$ cat src/rtl/mpid_pkg.sv
package mpid_pkg;

    // Default sizes of the residue datapath and of the exponent.
    localparam int DEF_MOD_WIDTH = 32;
    localparam int DEF_EXP_WIDTH = 63;

    // Fixed field widths and positions on the stream ports.
    localparam int BASE_W    = 32;
    localparam int EXPF_W    = 63;
    localparam int DIV_W     = 32;
    localparam int BASE_LSB  = 0;
    localparam int EXP_LSB   = BASE_LSB + BASE_W;
    localparam int DIV_LSB   = EXP_LSB + EXPF_W;
    localparam int IN_DATA_W = ((DIV_LSB + DIV_W + 7) / 8) * 8;
    localparam int RES_W     = 32;
    localparam int OP_W      = 2;

    localparam logic [31:0] RESET_MODULUS = 32'd1000000007;
    localparam int          MIN_MODULUS   = 2;

    // Operation selector codes.
    localparam logic [OP_W-1:0] OP_POWER   = 2'd0;
    localparam logic [OP_W-1:0] OP_INVERSE = 2'd1;
    localparam logic [OP_W-1:0] OP_DIVIDE  = 2'd2;

    // Microprogram addresses.
    localparam int STEP_W = 4;
    typedef logic [STEP_W-1:0] step_t;

    localparam step_t ST_FETCH  = 4'd0;
    localparam step_t ST_CHECK  = 4'd1;
    localparam step_t ST_ISDIV  = 4'd2;
    localparam step_t ST_BMRED  = 4'd3;
    localparam step_t ST_SQINIT = 4'd4;
    localparam step_t ST_LOOP   = 4'd5;
    localparam step_t ST_ODD    = 4'd6;
    localparam step_t ST_MULACC = 4'd7;
    localparam step_t ST_SQUARE = 4'd8;
    localparam step_t ST_FINAL  = 4'd9;
    localparam step_t ST_DIVMUL = 4'd10;
    localparam step_t ST_EMIT   = 4'd11;
    localparam step_t ST_ZERO   = 4'd12;

    typedef enum logic [1:0] {X_ONE, X_ACC, X_SQ, X_BM} xsel_t;
    typedef enum logic [1:0] {Y_BASE, Y_OPND, Y_ACC, Y_SQ} ysel_t;
    typedef enum logic [1:0] {D_NONE, D_SQ, D_ACC, D_BM} dst_t;
    typedef enum logic [2:0] {
        C_NEVER, C_ALWAYS, C_NOT_VALID, C_BAD, C_NOT_DIV, C_EZERO, C_EEVEN
    } cond_t;
    typedef enum logic [1:0] {O_NONE, O_ACC, O_ZERO} outsel_t;

    typedef struct packed {
        logic    mul;
        xsel_t   xsel;
        ysel_t   ysel;
        dst_t    dst;
        logic    eshift;
        cond_t   cond;
        step_t   target;
        outsel_t outsel;
    } ctrl_t;

    // The microprogram: one control word per step.
    function automatic ctrl_t step_rom(step_t s);
        ctrl_t w;
        w = '{mul: 1'b0, xsel: X_ONE, ysel: Y_BASE, dst: D_NONE, eshift: 1'b0,
              cond: C_NEVER, target: ST_FETCH, outsel: O_NONE};
        case (s)
            ST_FETCH:
            begin
                w.cond   = C_NOT_VALID;
                w.target = ST_FETCH;
            end
            ST_CHECK:
            begin
                w.cond   = C_BAD;
                w.target = ST_ZERO;
            end
            ST_ISDIV:
            begin
                w.cond   = C_NOT_DIV;
                w.target = ST_SQINIT;
            end
            ST_BMRED:
            begin
                w.mul  = 1'b1;
                w.xsel = X_ONE;
                w.ysel = Y_BASE;
                w.dst  = D_BM;
            end
            ST_SQINIT:
            begin
                w.mul  = 1'b1;
                w.xsel = X_ONE;
                w.ysel = Y_OPND;
                w.dst  = D_SQ;
            end
            ST_LOOP:
            begin
                w.cond   = C_EZERO;
                w.target = ST_FINAL;
            end
            ST_ODD:
            begin
                w.cond   = C_EEVEN;
                w.target = ST_SQUARE;
            end
            ST_MULACC:
            begin
                w.mul  = 1'b1;
                w.xsel = X_ACC;
                w.ysel = Y_SQ;
                w.dst  = D_ACC;
            end
            ST_SQUARE:
            begin
                w.mul    = 1'b1;
                w.xsel   = X_SQ;
                w.ysel   = Y_SQ;
                w.dst    = D_SQ;
                w.eshift = 1'b1;
                w.cond   = C_ALWAYS;
                w.target = ST_LOOP;
            end
            ST_FINAL:
            begin
                w.cond   = C_NOT_DIV;
                w.target = ST_EMIT;
            end
            ST_DIVMUL:
            begin
                w.mul  = 1'b1;
                w.xsel = X_BM;
                w.ysel = Y_ACC;
                w.dst  = D_ACC;
            end
            ST_EMIT:
            begin
                w.outsel = O_ACC;
                w.cond   = C_ALWAYS;
                w.target = ST_FETCH;
            end
            ST_ZERO:
            begin
                w.outsel = O_ZERO;
                w.cond   = C_ALWAYS;
                w.target = ST_FETCH;
            end
            default:
            begin
                w.cond   = C_ALWAYS;
                w.target = ST_FETCH;
            end
        endcase
        return w;
    endfunction

endpackage

$ cat src/rtl/modular_power_inverse_divide.sv
// Modular power, Fermat inverse and modular division over a configured modulus.
//
// Requests arrive on the s_ channel as one word each: s_tuser carries the
// operation (power, inverse, divide) and s_tdata the base, exponent and divisor.
// Each request gives exactly one residue word on the m_ channel. The modulus is
// written through cfg_we / cfg_wdata; the user must do so only while the block
// is idle, which the block itself does not enforce. After reset it is 1000000007.
//
// Reset clears the sequencer and drops any pending result. One request is
// processed at a time. Each modular product runs on a shared bit-serial
// multiplier. The exponent (the exponent for power, modulus - 2 otherwise) is
// scanned from its low bit: each bit costs a squaring and each one bit a
// further product into the accumulator. A divide request raises the divisor
// instead and multiplies the result by the base, reduced first, at the end; a
// modulus below two or an unused selector gives a zero residue with no products.
// The finished residue sits in an output register, so s_tready comes back as
// soon as the result is written, even while m_tready is low; a stalled result
// blocks only the next write of the output register.
module modular_power_inverse_divide
    import mpid_pkg::*;
#(
    parameter int MOD_WIDTH = DEF_MOD_WIDTH,
    parameter int EXP_WIDTH = DEF_EXP_WIDTH
)
(
    input  logic                 clk,
    input  logic                 rst_n,
    input  logic                 s_tvalid,
    output logic                 s_tready,
    // s_tdata fields from bit 0 up: base[31:0], exponent[62:0], divisor[31:0], pad
    input  logic [IN_DATA_W-1:0] s_tdata,
    // s_tuser fields from bit 0 up: req_type[1:0]
    input  logic [OP_W-1:0]      s_tuser,
    output logic                 m_tvalid,
    input  logic                 m_tready,
    // m_tdata fields from bit 0 up: residue[31:0]
    output logic [RES_W-1:0]     m_tdata,
    input  logic                 cfg_we,
    input  logic [31:0]          cfg_wdata
);

    // The exponent register must also hold modulus - 2.
    localparam int EXR_W = (EXP_WIDTH > MOD_WIDTH) ? EXP_WIDTH : MOD_WIDTH;
    localparam int CNT_W = $clog2(MOD_WIDTH);
    localparam int T_W   = MOD_WIDTH + 2;

    // Configuration and sequencer state.
    logic [MOD_WIDTH-1:0] modulus_reg;
    step_t                step_reg;
    step_t                step_next;
    logic [OP_W-1:0]      op_reg;

    // Operand and working registers.
    logic [MOD_WIDTH-1:0] opb_reg;
    logic [MOD_WIDTH-1:0] opd_reg;
    logic [EXR_W-1:0]     exp_reg;
    logic [MOD_WIDTH-1:0] acc_reg;
    logic [MOD_WIDTH-1:0] sq_reg;
    logic [MOD_WIDTH-1:0] bm_reg;

    // Bit-serial modular multiplier.
    logic                 mbusy_reg;
    logic [CNT_W-1:0]     mcnt_reg;
    logic [MOD_WIDTH-1:0] mx_reg;
    logic [MOD_WIDTH-1:0] my_reg;
    logic [MOD_WIDTH-1:0] mr_reg;
    logic [MOD_WIDTH-1:0] mr_next;

    // Output register.
    logic                 out_valid_reg;
    logic [MOD_WIDTH-1:0] out_data_reg;

    ctrl_t                ctrl;
    logic                 accept;
    logic                 mul_last;
    logic                 out_free;
    logic                 step_done;
    logic                 cond_true;
    logic                 bad_req;
    logic [MOD_WIDTH-1:0] xval;
    logic [MOD_WIDTH-1:0] yval;
    logic [T_W-1:0]       t_sum;
    logic [T_W-1:0]       m_one;
    logic [T_W-1:0]       m_two;
    logic [T_W-1:0]       t_red;

    assign ctrl     = step_rom(step_reg);
    assign s_tready = (step_reg == ST_FETCH);
    assign accept   = s_tvalid && s_tready;
    assign m_tvalid = out_valid_reg;
    assign m_tdata  = RES_W'(out_data_reg);
    assign out_free = !out_valid_reg || m_tready;
    assign mul_last = mbusy_reg && (mcnt_reg == CNT_W'(MOD_WIDTH - 1));

    // A modulus below two, or an unused selector, gives a zero residue.
    assign bad_req = (modulus_reg < MOD_WIDTH'(MIN_MODULUS)) ||
                     !((op_reg == OP_POWER) || (op_reg == OP_INVERSE) ||
                       (op_reg == OP_DIVIDE));

    // One step of the interleaved product: r = 2r + x * (top bit of y), then
    // reduced from below 3m back below m.
    always_comb
    begin
        m_one = T_W'(modulus_reg);
        m_two = {1'b0, modulus_reg, 1'b0};
        t_sum = {1'b0, mr_reg, 1'b0} + (my_reg[MOD_WIDTH-1] ? T_W'(mx_reg) : '0);
        if (t_sum >= m_two)
        begin
            t_red = t_sum - m_two;
        end
        else if (t_sum >= m_one)
        begin
            t_red = t_sum - m_one;
        end
        else
        begin
            t_red = t_sum;
        end
        mr_next = t_red[MOD_WIDTH-1:0];
    end

    // Operand selection for the multiplier. x must already be below the modulus;
    // y is scanned bit by bit, so it may be any value.
    always_comb
    begin
        case (ctrl.xsel)
            X_ONE:   xval = MOD_WIDTH'(1);
            X_ACC:   xval = acc_reg;
            X_SQ:    xval = sq_reg;
            X_BM:    xval = bm_reg;
            default: xval = '0;
        endcase
        case (ctrl.ysel)
            Y_BASE:  yval = opb_reg;
            Y_OPND:  yval = (op_reg == OP_DIVIDE) ? opd_reg : opb_reg;
            Y_ACC:   yval = acc_reg;
            Y_SQ:    yval = sq_reg;
            default: yval = '0;
        endcase
    end

    // Step completion, branch condition and next step.
    always_comb
    begin
        if (ctrl.mul)
        begin
            step_done = mul_last;
        end
        else if (ctrl.outsel != O_NONE)
        begin
            step_done = out_free;
        end
        else
        begin
            step_done = 1'b1;
        end

        case (ctrl.cond)
            C_NEVER:     cond_true = 1'b0;
            C_ALWAYS:    cond_true = 1'b1;
            C_NOT_VALID: cond_true = !s_tvalid;
            C_BAD:       cond_true = bad_req;
            C_NOT_DIV:   cond_true = (op_reg != OP_DIVIDE);
            C_EZERO:     cond_true = (exp_reg == '0);
            C_EEVEN:     cond_true = !exp_reg[0];
            default:     cond_true = 1'b0;
        endcase

        if (!step_done)
        begin
            step_next = step_reg;
        end
        else if (cond_true)
        begin
            step_next = ctrl.target;
        end
        else
        begin
            step_next = step_reg + step_t'(1);
        end
    end

    // Control state.
    always_ff @(posedge clk or negedge rst_n)
    begin
        if (!rst_n)
        begin
            modulus_reg   <= RESET_MODULUS[MOD_WIDTH-1:0];
            step_reg      <= ST_FETCH;
            mbusy_reg     <= 1'b0;
            mcnt_reg      <= '0;
            out_valid_reg <= 1'b0;
        end
        else
        begin
            if (cfg_we)
            begin
                modulus_reg <= cfg_wdata[MOD_WIDTH-1:0];
            end

            step_reg <= step_next;

            if (ctrl.mul && !mbusy_reg)
            begin
                mbusy_reg <= 1'b1;
                mcnt_reg  <= '0;
            end
            else if (mbusy_reg)
            begin
                mcnt_reg <= mcnt_reg + CNT_W'(1);
                if (mul_last)
                begin
                    mbusy_reg <= 1'b0;
                end
            end

            if (step_done && (ctrl.outsel != O_NONE))
            begin
                out_valid_reg <= 1'b1;
            end
            else if (m_tready)
            begin
                out_valid_reg <= 1'b0;
            end
        end
    end

    // Datapath registers.
    always_ff @(posedge clk)
    begin
        if (accept)
        begin
            op_reg  <= s_tuser;
            opb_reg <= s_tdata[BASE_LSB +: MOD_WIDTH];
            opd_reg <= s_tdata[DIV_LSB +: MOD_WIDTH];
            acc_reg <= MOD_WIDTH'(1);
            if (s_tuser == OP_POWER)
            begin
                exp_reg <= EXR_W'(s_tdata[EXP_LSB +: EXP_WIDTH]);
            end
            else
            begin
                exp_reg <= EXR_W'(modulus_reg - MOD_WIDTH'(MIN_MODULUS));
            end
        end
        else
        begin
            if (step_done && ctrl.eshift)
            begin
                exp_reg <= exp_reg >> 1;
            end
            if (mul_last)
            begin
                case (ctrl.dst)
                    D_SQ:    sq_reg  <= mr_next;
                    D_ACC:   acc_reg <= mr_next;
                    D_BM:    bm_reg  <= mr_next;
                    default: ;
                endcase
            end
        end

        if (ctrl.mul && !mbusy_reg)
        begin
            mx_reg <= xval;
            my_reg <= yval;
            mr_reg <= '0;
        end
        else if (mbusy_reg)
        begin
            mr_reg <= mr_next;
            my_reg <= my_reg << 1;
        end

        if (step_done && (ctrl.outsel == O_ACC))
        begin
            out_data_reg <= acc_reg;
        end
        else if (step_done && (ctrl.outsel == O_ZERO))
        begin
            out_data_reg <= '0;
        end
    end

endmodule

$ cat config.mk
export PLATFORM = sky130hd
export DESIGN_NAME = modular_power_inverse_divide
export DESIGN_NICKNAME = d
export VERILOG_FILES = /design/src/rtl/mpid_pkg.sv /design/src/rtl/modular_power_inverse_divide.sv
export SDC_FILE = /design/constraint.sdc
export NUM_CORES = 1
export LEC_CHECK = 0
export BUFFER_PORTS_ARGS = -buffer_cell sky130_fd_sc_hd__buf_4
export CORE_ASPECT_RATIO = 0.9
export CORE_MARGIN = 1
export CORE_UTILIZATION = 65
export DETAILED_ROUTE_END_ITERATION = 6
export PLACE_DENSITY = 0.86
export SETUP_SLACK_MARGIN = 0.5
export SLEW_MARGIN = 40
export SYNTH_ARGS = -nofsm -noshare
export SYNTH_HDL_FRONTEND = slang
export SYNTH_SLANG_ARGS = --single-unit
$ cat constraint.sdc
create_clock -name clk -period 16.7 [get_ports clk]
set_clock_uncertainty 0.15 [all_clocks]
set_input_delay 0.835 -clock clk [delete_from_list [all_inputs] [get_ports clk]]
set_output_delay 0.835 -clock clk [all_outputs]
set_load 0.01 [all_outputs]
After elaboration in Yosys (flattened, before gate mapping)
Cells that the tools add are included.
- register bits: 396
- bits in latches: 0
- memory bits (writable): 0
- memory bits (read-only): 0
- input bits: 167
- word-level logic and storage cells: 118
- memories kept: 0
- add/sub/neg operators: 6
- $mul: 0
- divide/modulo/power cells: 0
- order comparisons: 3
- eq/ne operators: 33
- shift operators: 0
- muxes and demuxes: 28
- bitwise logic cells: 1
- reductions and logical operators: 31
- operator list (kind ; number):
    2-to-1 mux 32 bit ; 8
    one-hot mux 32 bit (4 select lines) ; 2
    2-to-1 mux 63 bit ; 3
    subtractor 32 bit ; 2
    zero test 63 bit ; 1
    one-hot mux 7 bit (8 select lines) ; 1
    one-hot mux 7 bit (5 select lines) ; 1
    adder 33 x 32 -> 34 bit ; 1
    >= comparator 34 x 32 -> 1 bit ; 1
    >= comparator 34 x 33 -> 1 bit ; 1
    subtractor 32 x 2 -> 33 bit, second input constant ; 1
    < comparator 32 x 2 -> 1 bit, second input constant ; 1
    equality test 4 bit, second input constant ; 5
    equality test 2 bit, second input constant ; 8
    equality test 4 x 3 -> 1 bit, second input constant ; 4
    equality test 2 x 1 -> 1 bit, second input constant ; 5
    2-to-1 mux 5 bit ; 2
    nonzero test 2 bit ; 5
    equality test 3 bit, second input constant ; 3
    equality test 4 x 2 -> 1 bit, second input constant ; 2
    zero test 2 bit ; 4
    2-to-1 mux 1 bit ; 8
    logical AND 1 bit ; 7
    equality test 3 x 2 -> 1 bit, second input constant ; 2
    other kinds (16) ; 24

Depth between registers and ports, before layout
- depth in word-level cells: 8
- depth in mapped cells: 26

Worst setup path before layout
OpenSTA, ideal clock, no wires.
- path kind: reg-to-reg
- start: reg step_reg[0]
- end: reg exp_reg[0] (enable)
- library setup time: 0.571 ns
- arrival: 6.315 ns
- data required time: 15.979 ns
- setup slack: 9.664 ns
- cell stages (with the launch flop): 12
- buffers on the path: 3
- clock period less this slack: 7.036 ns
- cells stage by stage: dfrtp_1 -> inv_1 -> ha_1 -> clkbuf_1 -> nor2_1 -> nor2_1 -> o21a_1 -> clkbuf_1 -> nor2_1 -> o21ai_0 -> clkbuf_1 -> o21ai_0
- word-level cells in the longest chain between the ends: 7
- elaborated cells on any way between the ends: 17
- RTL lines (item ; line ; RTL):
    start: declaration ; modular_power_inverse_divide.sv:49 ; step_t step_reg;
    start signal: assignment ; modular_power_inverse_divide.sv:201 ; step_reg <= step_next;
    equality test 4 bit ; mpid_pkg.sv:68 ; case (s)
    one-hot mux 2 bit (2 select lines) ; mpid_pkg.sv:68 ;
    nonzero test 2 bit ; modular_power_inverse_divide.sv:149 ; else if (ctrl.outsel != O_NONE)
    2-to-1 mux 1 bit ; modular_power_inverse_divide.sv:149 ;
    2-to-1 mux 1 bit ; modular_power_inverse_divide.sv:145 ; if (ctrl.mul)
    logical AND 1 bit ; modular_power_inverse_divide.sv:248 ; if (step_done && ctrl.eshift)
    nonzero test 2 bit (no source line) * ; -- ;
    end signal: assignment ; modular_power_inverse_divide.sv:239 ; exp_reg <= EXR_W'(s_tdata[EXP_LSB +: EXP_WIDTH]);
    end signal: assignment ; modular_power_inverse_divide.sv:243 ; exp_reg <= EXR_W'(modulus_reg - MOD_WIDTH'(MIN_MODULUS));
    end signal: assignment ; modular_power_inverse_divide.sv:250 ; exp_reg <= exp_reg >> 1;
    end: declaration ; modular_power_inverse_divide.sv:56 ; logic [EXR_W-1:0] exp_reg;
Mark *: on every way between the ends. The rest lies on a longest branch, timed or not.
A chain may end at the register's enable or synchronous reset.

Worst setup path after layout
- start: reg my_reg[31]
- end: reg bm_reg[24] (data pin)
- word-level cells in the longest chain between the ends: 5
- elaborated cells on any way between the ends: 8
- RTL lines (item ; line ; RTL):
    start: declaration ; modular_power_inverse_divide.sv:65 ; logic [MOD_WIDTH-1:0] my_reg;
    start signal: assignment ; modular_power_inverse_divide.sv:266 ; my_reg <= yval;
    start signal: assignment ; modular_power_inverse_divide.sv:272 ; my_reg <= my_reg << 1;
    2-to-1 mux 32 bit * ; modular_power_inverse_divide.sv:106 ; t_sum = {1'b0, mr_reg, 1'b0} + (my_reg[MOD_WIDTH-1] ? T_W'(mx_reg) : '0);
    adder 33 x 32 -> 34 bit * ; modular_power_inverse_divide.sv:106 ;
    subtractor 32 bit / >= comparator 34 x 32 -> 1 bit (equally long branches) ; modular_power_inverse_divide.sv:113, modular_power_inverse_divide.sv:111 ;
    2-to-1 mux 32 bit ; modular_power_inverse_divide.sv:111 ; else if (t_sum >= m_one)
    2-to-1 mux 32 bit * ; modular_power_inverse_divide.sv:107 ; if (t_sum >= m_two)
    via t_red[24] ; modular_power_inverse_divide.sv:85 ; logic [T_W-1:0] t_red;
    end signal: assignment ; modular_power_inverse_divide.sv:257 ; D_BM: bm_reg <= mr_next;
    end: declaration ; modular_power_inverse_divide.sv:59 ; logic [MOD_WIDTH-1:0] bm_reg;
The timed path passes the listed nets; every way through them passes the cells marked *.

==> flow_summary.yaml <==
status:
  status: "completed"
setup_path:
  slowest_stage: "a211oi_1"
  crit_type: "register to register"
  cp.required_ps: 16790
  cp_cell_sequence: "buf_8 > and2_1 > ha_1 > nand2_1 > nor4_1 > o211ai_1 > nand2_1 > a211oi_1 > o41ai_1 > xor2_1 > ha_1 > nand2_1 > nor2_1 > and4_1 > nand3_1 > a211oi_1 > o2111ai_1 > nand3_1 > nor3_1 > a211oi_1 > inv_1"
  cp-end-kind: "register"
  worst-path-max-fanout: 22
  worst-path-buf-inv: 2
  r2r_slack_ps: 9740
  max_stage_delay_ps: 760
  path_delay_family: "simple AND/OR/NAND/NOR gates"
  start_kind: "register"
  crit_arrival_ps: 7050
timing:
  fin_setup_tns_ps: 0
  rsz0062_at_grt: "false"
  min_period_ps: 6960
  period_share_pct: 41.7
  whs_ps: 151
  drv_slew: 0
  finalSetupViolCount: 0
  slew_headroom_pct: 37.4
  layout_setup_ws_ps: 9740
  tightest_slew_ps: 934
  hold_violations: 0
  max_freq_mhz: 144
logic_synthesis:
  synth_compound_area_share_pct: 19.8
  synth_adder_area_share_pct: 5.96
  synth_top_area_share_pct: 38.7
  synth_nets: 2569
  yosysWarnings: 0
  avgSynthCellArea_um2: 9.77
  synth-edff-count: 289
  synth_area_um2: 22400
  synth.most_common_cell: "edfxtp_1"
  yosysUniqueCellTypes: 79
  synth-xor-area-share_pct: 4.14
  synth-simple-area-share_pct: 15.8
  synth_flop_cell: "edfxtp_1"
  synth-async-reset-ratio_pct: 10.9
  ys_seq_elements: 396
  ys_top_cells_by_count: "edfxtp_1, nand2_1, o21ai_0"
  synth_top_family_by_area: "compound AO/OA/AOI/OAI gates"
  synthCells: 2297
  synth_top_area_cell: "edfxtp_1"
  netlist_top_cells_area: "edfxtp_1, dfxtp_1, ha_1"
  seq_area_frac_synth_pct: 49.3
  synthMuxAreaShare_pct: 1.31
place:
  io_buffers: 199
  hpwl_um: 44900
  place.gp.congestion: 0.965
  pre_cts_ws_ps: 9900
floorplan:
  design.core.area_um2: 34000
  die_h_um: 178
  io_pins: 201
  dieArea_um2: 35300
  die_w_um: 198
  rows: 64
  initial_utilization_pct: 66.1
cells_and_area:
  drive_gt1_share_pct: 13.9
  regArea_um2: 11100
  n_antenna_cell: 0
  largest_reg_flops: 63
  multiInputGateArea_um2: 10600
  area_growth_syn_to_layout_pct: 14.4
  nFillCells: 2376
  layout.nets: 2718
drt:
  drtPass1Iterations: 7
  met3_length_um: 6000
  wl_met1_um: 25000
  routed.top_layer: "met4"
  wl_um: 62900
  drt_iter0_markers: 2304
  num_vias: 19100
  ant_nets: 0
  drc_errors: 0
  vias_per_cell: 6.50
  wire_per_inst_um: 21.4
  met2_wirelength_um: 29800
clock_network:
  cts_root_buf: "clkbuf_16"
  clkLatencyLatePin_ps: 560
  cts_resized: 0
  path_clk_slew_ps: 60
  cts.path.max_buffers: 3
  postCtsSetupBuffers: 0
  cts.sinks: 396
  htreeDepth: 2
  cts_made_buffers: 40
  postCtsHoldBufs: 0
  cts_tree: "built"
global_route:
  grt_max_degree: 89
  grt_pass1_vias: 18200
  grt_overflow: 0
  grt_usage_pct: 35.5
  grt_pass1_wl_um: 97500
  grt_antenna_before_repair: 1
hold_path:
  hp-class: "input port to asynchronous set/reset pin"
flow_run:
  max_cap_viol_count: 0
worst paths after layout:
path	cells after the start	to	start
min in group clk	1	opd_reg[3]$_DFFE_PP_	s_tdata[98]
worst max register to register	21	bm_reg[24]$_DFFE_PP_	my_reg[31]$_DFFE_PP_
worst min register to register	1	mr_reg[12]$_SDFFE_PP0P_	mr_reg[12]$_SDFFE_PP0P_
worst max-delay path	21	bm_reg[24]$_DFFE_PP_	my_reg[31]$_DFFE_PP_
worst min-delay path	1	step_reg[0]$_DFFE_PN0N_	rst_n
max in group asynchronous	1	modulus_reg[26]$_DFFE_PN0P_	rst_n
cells in the final DEF, fill, tap and decap left out, types with 64 or more instances in the layout:
cell type	count
and2_1	75
ha_1	102
nor2_1	195
xnor2_1	74
o21ai_0	198
a21o_1	64
a21oi_1	186
dfxtp_1	64
buf_4	231
nand2_1	235
nor3_1	68
edfxtp_1	289
inv_1	85
through the flow:
step,area [um^2],utilization (%),cells
floorplan,22400,-,2297
global placement,24300,71.6,2864
detailed placement,24300,71.7,2865
CTS,25600,75.5,2938
global route,25700,75.6,2939
finish,25700,75.6,2939
cells by family (layout without fill, tap and decap cells):
group / Yosys count / in the layout
AOI/OAI and AO/OA: 693 / 693
xor gates and xnor gates: 106 / 106
adders and majority gates: 105 / 105
buffers and inverters: 213 / 393
DFF: 396 / 396
muxes: 29 / 29
and+or+nand+nor: 755 / 755
per-layer routing:
metal	vias to the layer above	GRT usage, %
met1	9087	48.3
li1	8781	-
met3	177	4.92
met5	-	0
met2	1072	58.2
met4	0	12.9
cell type report:
| class | count | area share (%) |
|---|---|---|
| Clock inverter | 14 | 0.663 |
| Clock buffer | 59 | 4.46 |
| Tap cell | 462 | 2.25 |
| Multi-Input combinational cell | 1688 | 41.4 |
| Timing Repair Buffer | 234 | 6.94 |
| Inverter | 86 | 1.26 |
| Sequential cell | 396 | 43.1 |
Power is left out: the tool's default activity adds up to more than one toggle a clock period on the data nets, which glitch-free logic cannot reach.
